## src/rtl/core/jsonesc_pkg.sv

```systemverilog
// ----------------------------------------------------------------------------
// jsonesc_pkg
// types, constants and helpers shared by the json string unescaper
// ----------------------------------------------------------------------------
package jsonesc_pkg;

    // escape phase of the decoder
    typedef enum logic [2:0] {
        PH_NORMAL = 3'd0,
        PH_ESC    = 3'd1,
        PH_HEX1   = 3'd2,
        PH_HEX2   = 3'd3,
        PH_HEX3   = 3'd4,
        PH_HEX4   = 3'd5
    } phase_t;

    localparam logic [7:0] CH_BACKSLASH = 8'h5C;
    localparam logic [7:0] CH_U         = 8'h75;
    localparam logic [7:0] CH_N         = 8'h6E;
    localparam logic [7:0] CH_T         = 8'h74;
    localparam logic [7:0] CH_R         = 8'h72;
    localparam logic [7:0] BYTE_LF      = 8'h0A;
    localparam logic [7:0] BYTE_TAB     = 8'h09;
    localparam logic [7:0] BYTE_CR      = 8'h0D;

    // utf-8 lead and continuation marks
    localparam logic [7:0] UTF_LEAD2    = 8'hC0;
    localparam logic [7:0] UTF_LEAD3    = 8'hE0;
    localparam logic [7:0] UTF_CONT     = 8'h80;

    // result count of one item, 0 to 3
    typedef logic [1:0] cnt_t;

    // decoded results of one item plus the state it leaves
    typedef struct packed {
        cnt_t            cnt;
        logic [2:0][7:0] bytes;
        logic            byte_valid;
        logic            eos;
        phase_t          phase;
        logic [15:0]     acc;
    } dec_res_t;

    // non-hex digits count as zero
    function automatic logic [3:0] hex_value(input logic [7:0] b);
        logic [3:0] v;
        v = 4'd0;
        if (b >= 8'h30 && b <= 8'h39)
        begin
            v = 4'(b - 8'h30);
        end
        else if (b >= 8'h61 && b <= 8'h66)
        begin
            v = 4'(b - 8'h57);
        end
        else if (b >= 8'h41 && b <= 8'h46)
        begin
            v = 4'(b - 8'h37);
        end
        return v;
    endfunction

endpackage

```

## src/rtl/core/jsonesc_decode.sv

```systemverilog
// ----------------------------------------------------------------------------
// jsonesc_decode
// single pass decode of one escaped byte against the escape state
// ----------------------------------------------------------------------------
module jsonesc_decode
(
    input  logic                  [7:0]  in_byte,
    input  logic                         last_of_string,
    input  jsonesc_pkg::phase_t          phase,
    input  logic                  [15:0] acc,
    output jsonesc_pkg::dec_res_t        res
);

    logic [15:0] cp;

    // code point with the new digit shifted in
    assign cp = {acc[11:0], jsonesc_pkg::hex_value(in_byte)};

    always_comb
    begin
        res            = '0;
        res.phase      = jsonesc_pkg::PH_NORMAL;
        res.acc        = acc;
        res.byte_valid = 1'b1;
        unique case (phase)
            jsonesc_pkg::PH_ESC:
            begin
                if (in_byte == jsonesc_pkg::CH_U)
                begin
                    res.phase = jsonesc_pkg::PH_HEX1;
                    res.acc   = 16'h0000;
                end
                else
                begin
                    res.cnt = 2'd1;
                    if (in_byte == jsonesc_pkg::CH_N)
                    begin
                        res.bytes[0] = jsonesc_pkg::BYTE_LF;
                    end
                    else if (in_byte == jsonesc_pkg::CH_T)
                    begin
                        res.bytes[0] = jsonesc_pkg::BYTE_TAB;
                    end
                    else if (in_byte == jsonesc_pkg::CH_R)
                    begin
                        res.bytes[0] = jsonesc_pkg::BYTE_CR;
                    end
                    else
                    begin
                        res.bytes[0] = in_byte;
                    end
                end
            end
            jsonesc_pkg::PH_HEX1, jsonesc_pkg::PH_HEX2, jsonesc_pkg::PH_HEX3:
            begin
                res.acc   = cp;
                res.phase = jsonesc_pkg::phase_t'(phase + 3'd1);
            end
            jsonesc_pkg::PH_HEX4:
            begin
                res.acc = 16'h0000;
                if (cp[15:7] == 9'd0)
                begin
                    res.cnt      = 2'd1;
                    res.bytes[0] = cp[7:0];
                end
                else if (cp[15:11] == 5'd0)
                begin
                    res.cnt      = 2'd2;
                    res.bytes[0] = jsonesc_pkg::UTF_LEAD2 | {3'b000, cp[10:6]};
                    res.bytes[1] = jsonesc_pkg::UTF_CONT | {2'b00, cp[5:0]};
                end
                else
                begin
                    res.cnt      = 2'd3;
                    res.bytes[0] = jsonesc_pkg::UTF_LEAD3 | {4'b0000, cp[15:12]};
                    res.bytes[1] = jsonesc_pkg::UTF_CONT | {2'b00, cp[11:6]};
                    res.bytes[2] = jsonesc_pkg::UTF_CONT | {2'b00, cp[5:0]};
                end
            end
            default:
            begin
                if (in_byte == jsonesc_pkg::CH_BACKSLASH)
                begin
                    res.phase = jsonesc_pkg::PH_ESC;
                end
                else
                begin
                    res.cnt      = 2'd1;
                    res.bytes[0] = in_byte;
                end
            end
        endcase

        // string end drops a pending escape, sends a bare marker if needed
        if (last_of_string)
        begin
            res.phase = jsonesc_pkg::PH_NORMAL;
            res.acc   = 16'h0000;
            res.eos   = 1'b1;
            if (res.cnt == 2'd0)
            begin
                res.cnt        = 2'd1;
                res.bytes[0]   = 8'h00;
                res.byte_valid = 1'b0;
            end
        end
    end

endmodule

```

## src/rtl/core/json_escape_to_utf8_decoder_core.sv

```systemverilog
// ----------------------------------------------------------------------------
// json_escape_to_utf8_decoder_core
// json string body unescaper with utf-8 output for backslash-u escapes
// ----------------------------------------------------------------------------
// usage
//   input channel: one raw byte of the string body per item, last_of_string
//   marks the final byte. output channel: one decoded byte per item, with
//   last_of_run on the final byte caused by an input item and end_of_string
//   on the final item of the string. a string end that yields no byte gives
//   a bare end marker (byte_valid low, out_byte zero). both channels are
//   valid/stall; an item moves when valid is high and stall is low.
// decode and throughput
//   an input item is decoded in the cycle it is accepted and its results
//   sit in the result buffer on the next cycle. plain bytes and simple
//   escapes run at one item per cycle while the receiver does not stall.
//   a backslash-u escape ends in up to three utf-8 bytes sent one per
//   cycle while the receiver does not stall, so the input stalls while the
//   result buffer drains. bytes that only advance the escape state
//   (backslash, 'u', first three hex digits) give no result.
// reset
//   escape state returns to normal with an empty accumulator, the result
//   buffer is emptied.
// receiver stall
//   the buffered result holds; the input stalls once the buffer cannot be
//   emptied in the same cycle.
// ----------------------------------------------------------------------------
module json_escape_to_utf8_decoder_core
(
    input  logic       clk,
    input  logic       rst_n,

    input  logic       in_valid,
    output logic       in_stall,
    input  logic [7:0] in_byte,
    input  logic       last_of_string,

    output logic       out_valid,
    input  logic       out_stall,
    output logic [7:0] out_byte,
    output logic       byte_valid,
    output logic       last_of_run,
    output logic       end_of_string
);

    // escape state
    jsonesc_pkg::phase_t   phase_reg;
    logic [15:0]           acc_reg;

    // result buffer: bytes shift toward slot 0 as they leave
    jsonesc_pkg::cnt_t     cnt_reg;
    jsonesc_pkg::cnt_t     cnt_next;
    logic [2:0][7:0]       buf_reg;
    logic [2:0][7:0]       buf_next;
    logic                  bval_reg;
    logic                  eos_reg;

    jsonesc_pkg::dec_res_t dec;
    logic                  in_fire;
    logic                  out_fire;

    jsonesc_decode u_decode
    (
        .in_byte        (in_byte),
        .last_of_string (last_of_string),
        .phase          (phase_reg),
        .acc            (acc_reg),
        .res            (dec)
    );

    // accept while the buffer is empty or its last byte leaves this cycle
    assign in_stall = (cnt_reg > 2'd1) || ((cnt_reg == 2'd1) && out_stall);
    assign in_fire  = in_valid && !in_stall;

    assign out_valid     = (cnt_reg != 2'd0);
    assign out_fire      = out_valid && !out_stall;
    assign out_byte      = buf_reg[0];
    assign byte_valid    = bval_reg;
    assign last_of_run   = (cnt_reg == 2'd1);
    assign end_of_string = eos_reg && (cnt_reg == 2'd1);

    always_comb
    begin
        cnt_next = cnt_reg;
        buf_next = buf_reg;
        if (in_fire)
        begin
            cnt_next = dec.cnt;
            buf_next = dec.bytes;
        end
        else if (out_fire)
        begin
            cnt_next = jsonesc_pkg::cnt_t'(cnt_reg - 2'd1);
            buf_next = {8'h00, buf_reg[2], buf_reg[1]};
        end
    end

    always_ff @(posedge clk or negedge rst_n)
    begin
        if (!rst_n)
        begin
            phase_reg <= jsonesc_pkg::PH_NORMAL;
            acc_reg   <= 16'h0000;
            cnt_reg   <= 2'd0;
            bval_reg  <= 1'b0;
            eos_reg   <= 1'b0;
        end
        else
        begin
            cnt_reg <= cnt_next;
            if (in_fire)
            begin
                phase_reg <= dec.phase;
                acc_reg   <= dec.acc;
                bval_reg  <= dec.byte_valid;
                eos_reg   <= dec.eos;
            end
        end
    end

    // payload needs no reset
    always_ff @(posedge clk)
    begin
        buf_reg <= buf_next;
    end

endmodule

```

## config.mk

```make
export PLATFORM = sky130hd
export DESIGN_NAME = json_escape_to_utf8_decoder_core
export DESIGN_NICKNAME = d
export VERILOG_FILES = /design/src/rtl/core/jsonesc_pkg.sv /design/src/rtl/core/jsonesc_decode.sv /design/src/rtl/core/json_escape_to_utf8_decoder_core.sv
export SDC_FILE = /design/constraint.sdc
export NUM_CORES = 1
export LEC_CHECK = 0
export ABC_CLOCK_PERIOD_IN_PS = 2800
export BUFFER_PORTS_ARGS = -buffer_cell sky130_fd_sc_hd__buf_2
export CORE_MARGIN = 1.5
export CORE_UTILIZATION = 40
export CTS_BUF_LIST = sky130_fd_sc_hd__clkbuf_2
export CTS_CLUSTER_SIZE = 10
export DETAILED_ROUTE_END_ITERATION = 7
export HOLD_SLACK_MARGIN = 0.05
export MAX_ROUTING_LAYER = met4
export PLACE_DENSITY = 0.67
export REMOVE_ABC_BUFFERS = 1
export SYNTH_ARGS = -nofsm -noshare
export SYNTH_HDL_FRONTEND = slang
export SYNTH_SLANG_ARGS = --single-unit
```

## constraint.sdc

```tcl
create_clock -name clk -period 2.8 [get_ports clk]
set_input_delay 0.14 -clock clk [delete_from_list [all_inputs] [get_ports clk]]
set_output_delay 0.14 -clock clk [all_outputs]
set_load 0.01 [all_outputs]
```

Yosys cells after proc, flatten, opt, wreduce, memory -nomap -nowiden
Index checks and enable logic that the tools add are counted.
{"block": "op_classes", "n_eq_ne": 12, "reduce_logical": 18, "n_lt_le_gt_ge": 7, "addsub": 5, "n_mux": 31}
{"cell": "$mux W8", "n": 7}
{"cell": "$mux W24", "n": 2}
{"cell": "$pmux W16 S3", "n": 1}
{"cell": "$eq A8 B7 Y1 const B", "n": 5}
{"cell": "$mux W16", "n": 2}
{"cell": "$mux W29", "n": 1}
{"cell": "$pmux W8 S3", "n": 1}
{"cell": "$mux W18", "n": 1}
{"cell": "$ge A8 B7 Y1 const B", "n": 2}
{"cell": "$le A8 B7 Y1 const B", "n": 2}
{"cell": "$mux W14", "n": 1}
{"cell": "$mux W4", "n": 3}
{"cell": "$mux W2", "n": 5}
{"cell": "$logic_not A9 Y1", "n": 1}
{"cell": "$mux W9", "n": 1}
{"cell": "$pmux W3 S3", "n": 1}
{"cell": "$ge A8 B6 Y1 const B", "n": 1}
{"cell": "$le A8 B6 Y1 const B", "n": 1}
{"cell": "$sub A4 B3 Y4 const B", "n": 2}
{"cell": "$logic_and A1 B1 Y1", "n": 7}
{"cell": "$eq A3 B2 Y1 const B", "n": 2}
{"cell": "$eq A3 B3 Y1 const B", "n": 2}
{"cell": "$pmux W2 S3", "n": 1}
{"cell": "$logic_not A5 Y1", "n": 1}
{"cell": "other kinds (15)", "n": 20}
{"block": "word_totals", "output_inout_bits": 13, "elab_cells": 81, "input_bits": 13, "register_bits": 43}

Depth between registers and ports, before layout
{"block": "depth", "depth_word": 11, "mapped_depth": 8}

Hierarchy
Synthesis repeated with hierarchy kept, for this count alone.
{"block": "unflattened", "hier_cells": 295, "area_unflattened_um2": 3354.5}
{"module": "json_escape_to_utf8_decoder_core", "area_each_um2": 2112.0, "instances": 1, "seq_area_each_um2": 1296.2, "cells_per_inst": 124}
{"module": "jsonesc_decode", "area_each_um2": 1242.4, "instances": 1, "seq_area_each_um2": 0.0, "cells_per_inst": 171}

Worst setup path after synthesis
Ideal clock, no wire load.
{"block": "synth_timing", "path_type": "flip-flop to flip-flop", "from": "reg cnt_reg[0]", "to": "reg buf_reg[10] (netlist bit), enable pin", "path_buffers": 2, "arrival_ps": 2349, "synth_period_minus_slack_ps": 2885, "path_slack_ps": -85, "path_stages_with_launch": 7, "path_cell_list": "dfrtp_1 > ha_1 > mux2i_1 > nand2_1 > clkbuf_1 > clkbuf_1 > o21ai_0"}
{"block": "synth_via", "elab_chain_cells": 6}
{"item": "start: declaration", "line_no": "json_escape_to_utf8_decoder_core.sv:50", "text": "jsonesc_pkg::cnt_t cnt_reg;"}
{"item": "start signal: assignment", "line_no": "json_escape_to_utf8_decoder_core.sv:109", "text": "cnt_reg <= cnt_next;"}
{"item": "$eq A2 B1 Y1"}
{"item": "named net last_of_run", "line_no": "json_escape_to_utf8_decoder_core.sv:41", "text": "output logic last_of_run,"}
{"item": "$logic_and A1 B1 Y1", "line_no": "json_escape_to_utf8_decoder_core.sv:71", "text": "assign in_stall = (cnt_reg > 2'd1) || ((cnt_reg == 2'd1) && out_stall);"}
{"item": "$logic_or A1 B1 Y1", "line_no": "json_escape_to_utf8_decoder_core.sv:71"}
{"item": "$logic_not A1 Y1", "line_no": "json_escape_to_utf8_decoder_core.sv:72", "text": "assign in_fire = in_valid && !in_stall;"}
{"item": "$logic_and A1 B1 Y1", "line_no": "json_escape_to_utf8_decoder_core.sv:72"}
{"item": "$reduce_bool A2 Y1 (no source line)"}
{"item": "end signal: assignment", "line_no": "json_escape_to_utf8_decoder_core.sv:123", "text": "buf_reg <= buf_next;"}
{"item": "end: declaration", "line_no": "json_escape_to_utf8_decoder_core.sv:52", "text": "logic [2:0][7:0] buf_reg;"}
The timed path passes the listed nets, and every way through them passes these cells.
A chain may end at the register's enable or synchronous reset.

Final worst setup path
{"block": "layout_timing", "from": "reg cnt_reg[1]", "to": "reg acc_reg[4]"}
{"block": "layout_via", "elab_chain_cells": 6}
{"item": "$eq A2 B1 Y1", "line_no": "json_escape_to_utf8_decoder_core.sv:71"}
{"item": "$logic_and A1 B1 Y1", "line_no": "json_escape_to_utf8_decoder_core.sv:71"}
{"item": "$logic_or A1 B1 Y1 (*)", "line_no": "json_escape_to_utf8_decoder_core.sv:71"}
{"item": "$logic_not A1 Y1 (*)", "line_no": "json_escape_to_utf8_decoder_core.sv:72"}
{"item": "$logic_and A1 B1 Y1 (*)", "line_no": "json_escape_to_utf8_decoder_core.sv:72"}
{"item": "$reduce_and A3 Y1 (no source line) (*)"}
{"item": "end signal: assignment", "line_no": "json_escape_to_utf8_decoder_core.sv:113", "text": "acc_reg <= dec.acc;"}
{"item": "end: declaration", "line_no": "json_escape_to_utf8_decoder_core.sv:47", "text": "logic [15:0] acc_reg;"}
Every way passes the cells marked *; elsewhere a longest branch is shown, timed or not.

==> impl_metrics.env <==
export IMPL_remaining_drc_errors=0
export IMPL_yosysWarnings=0
export IMPL_routedWlPerCell_um=16.2
export IMPL_synth_area_leader_cell="edfxtp_1"
export IMPL_dpl_hpwl_um=4040
export IMPL_synthArstFlopShare=0.463
export IMPL_grt_overflow_total=0
export IMPL_path_class="flip-flop to flip-flop"
export IMPL_seqCellArea_sq_um=1140
export IMPL_wirelength_met1_um=2550
export IMPL_synth_edff_count=22
export IMPL_synth_seq_cells=41
export IMPL_grt_pass1_vias=1863
export IMPL_finClkSkew_ns=0.0267
export IMPL_vdd_drop_max_mv=0.437
export IMPL_max_slew_worst_pin_slew_ns=1.10
export IMPL_ios=26
export IMPL_dr_wl_met2_um=2660
export IMPL_io_buffers=25
export IMPL_multi_input_area_sq_um=1180
export IMPL_slew_headroom=0.267
export IMPL_initial_core_util=0.418
export IMPL_synthFlopType="edfxtp_1"
export IMPL_drv_slew=0
export IMPL_yosysMostFrequentCell="nand2_1"
export IMPL_grtUsageTotal=0.190
export IMPL_max_stage_delay_ns=0.67
export IMPL_h_tree_depth=2
export IMPL_synth_compound_area_frac=0.233
export IMPL_cts_made_buffers=5
export IMPL_nFillCells=588
export IMPL_critPathTopFamily="simple AND/OR/NAND/NOR gates"
export IMPL_clockBufferDepth=2
export IMPL_dr_pass1_iters=4
export IMPL_cp_slowest_cell="nor4_4"
export IMPL_ant_nets=0
export IMPL_grt_max_degree=23
export IMPL_viasPerCell=5.80
export IMPL_required_ns=3.16
export IMPL_yosys_area_share_simple=0.159
export IMPL_path_max_fanout=12
export IMPL_worst_path_buf_inv=2
export IMPL_synth_top_family_by_area="compound AO/OA/AOI/OAI gates"
export IMPL_drt_iter0_drc=189
export IMPL_synthAdderAreaFrac=0.0553
export IMPL_pre_cts_ws_ns=0.357
export IMPL_synth_commonest_cells="nand2_1, edfxtp_1, dfrtp_1"
export IMPL_die_y_um=81.9
export IMPL_syn_inst=241
export IMPL_synth_seq_area_share=0.457
export IMPL_diodes=0
export IMPL_rsz0062_at_grt="false"
export IMPL_top_layer="met4"
export IMPL_fmax_ghz=0.403
export IMPL_cts_tree="done"
export IMPL_nets=285
export IMPL_floorplan_die_area_sq_um=6700
export IMPL_min_period_ns=2.48
export IMPL_hold_path_class="input pin to flip-flop"
export IMPL_cp_start_kind="flip-flop"
export IMPL_status="finished clean"
export IMPL_setup_violations=0
export IMPL_core_area_sq_um=5960
export IMPL_end_kind="flip-flop"
export IMPL_pwr_density_cell_nw_per_um2=641
export IMPL_routabilityCongestion=0.856
export IMPL_grt_pass1_wl_um=9270
export IMPL_antenna_found_initial=0
export IMPL_fp_dieW_um=81.9
export IMPL_synth_xor_area_share=0.00704
export IMPL_whs_ns=0.0859
export IMPL_final_hold_viol_count=0
export IMPL_wl_met3_um=215
export IMPL_drv_cap=0
export IMPL_p_leak_nw=1.15
export IMPL_worst_slack_ns=0.317
export IMPL_synth_top_area_frac=0.266
export IMPL_avgSynthCellArea_sq_um=10.3
export IMPL_cts_setup_buffers=0
export IMPL_ys_types=50
export IMPL_clk_pin_slew_ns=0.22
export IMPL_finalCritPeriodShare=0.887
export IMPL_cts_sinks=41
export IMPL_area_growth_pct=7.55
export IMPL_num_vias=1955
export IMPL_final_layout_size_suffix_gt1_frac=0.187
export IMPL_cts_root_buf="clkbuf_2"
export IMPL_placementRows=28
export IMPL_synth_area_top_cells="edfxtp_1, dfrtp_1, a22o_1"
export IMPL_largest_reg_flops=14
export IMPL_critical_path_arrival_ns=2.85
export IMPL_clk_latency_ns=0.41
export IMPL_syn_cell_area_sq_um=2490
export IMPL_holdBufCountCts=1
export IMPL_drt_wl_total_um=5480
export IMPL_muxShareOfSynthArea=0.0171
export IMPL_cts_resized=0
export IMPL_crit_chain="inv_1 > ha_1 > mux2i_1 > nand2_1 > buf_4 > nor4_4 > a22o_1"
[metrics by stage]
stage	utilization	setup TNS (ns)	instances	cell area, sq um	power [mW]
floorplan	-	-2.53	224	2370	1.26
global placement	0.441	0	328	2620	1.46
detailed placement	0.441	0	328	2620	1.48
CTS	0.449	0	337	2680	1.74
global route	0.449	0	337	2680	1.84
finish	0.449	0	337	2680	1.71
[cells in the final DEF, fill, tap and decap left out, types with 3 or more instances in the layout]
master	Yosys	routed
nor3_1	9	9
a21o_1	3	3
and2_1	9	9
a21oi_1	10	10
buf_2	0	25
nand2_1	24	24
a22o_1	18	18
o221ai_1	3	3
a222oi_1	5	5
o21ai_0	17	16
inv_1	16	16
buf_4	10	4
edfxtp_1	22	22
dfrtp_1	19	19
nor2_1	18	18
ha_1	11	11
clkbuf_2	0	5
[layer usage]
metal  vias to the layer above  global-route usage
met1                       970               0.246
met3                         4              0.0344
li1                        939                   -
met4                         0              0.0678
met2                        42               0.297
met5                         -                   -
[final timing paths]
kind,endpoint,start,slack [ns],cells past startpoint
worst max-delay path,acc_reg[4]$_DFFE_PN0P_,cnt_reg[1]$_DFFE_PN0P_,0.32,7
max in group asynchronous,cnt_reg[1]$_DFFE_PN0P_,rst_n,2.31,2
min in group asynchronous,acc_reg[2]$_DFFE_PN0P_,rst_n,0.17,2
worst max register to register,acc_reg[4]$_DFFE_PN0P_,cnt_reg[1]$_DFFE_PN0P_,0.32,7
worst min-delay path,phase_reg[2]$_DFFE_PN0P_,last_of_string,0.09,2
worst min register to register,byte_valid$_DFFE_PN0P_,byte_valid$_DFFE_PN0P_,0.52,2
[where the power goes]
| part | switching, mW | total (mW) | internal (mW) |
|---|---|---|---|
| clock network | 0.199 | 0.259 | 0.0596 |
| registers | 0.0490 | 0.900 | 0.851 |
| logic | 0.333 | 0.555 | 0.222 |
[kinds of logic after synthesis]
family | count (synthesis)
multiplexers | 4
AO/OA/AOI/OAI | 74
AND/OR/NAND/NOR | 76
flip-flops | 41
buffers and inverters | 33
adder cells (fa/ha/maj) | 11
XOR/XNOR | 2
[layout make-up]
cell class,instances,area share
clock buffer,5,0.00935
timing repair buffer,30,0.0617
inverter,16,0.0225
tap,75,0.0351
multi-input combinational,167,0.441
sequential,41,0.425
clock inverter,3,0.00608
Power figures use the tool's default switching activity.
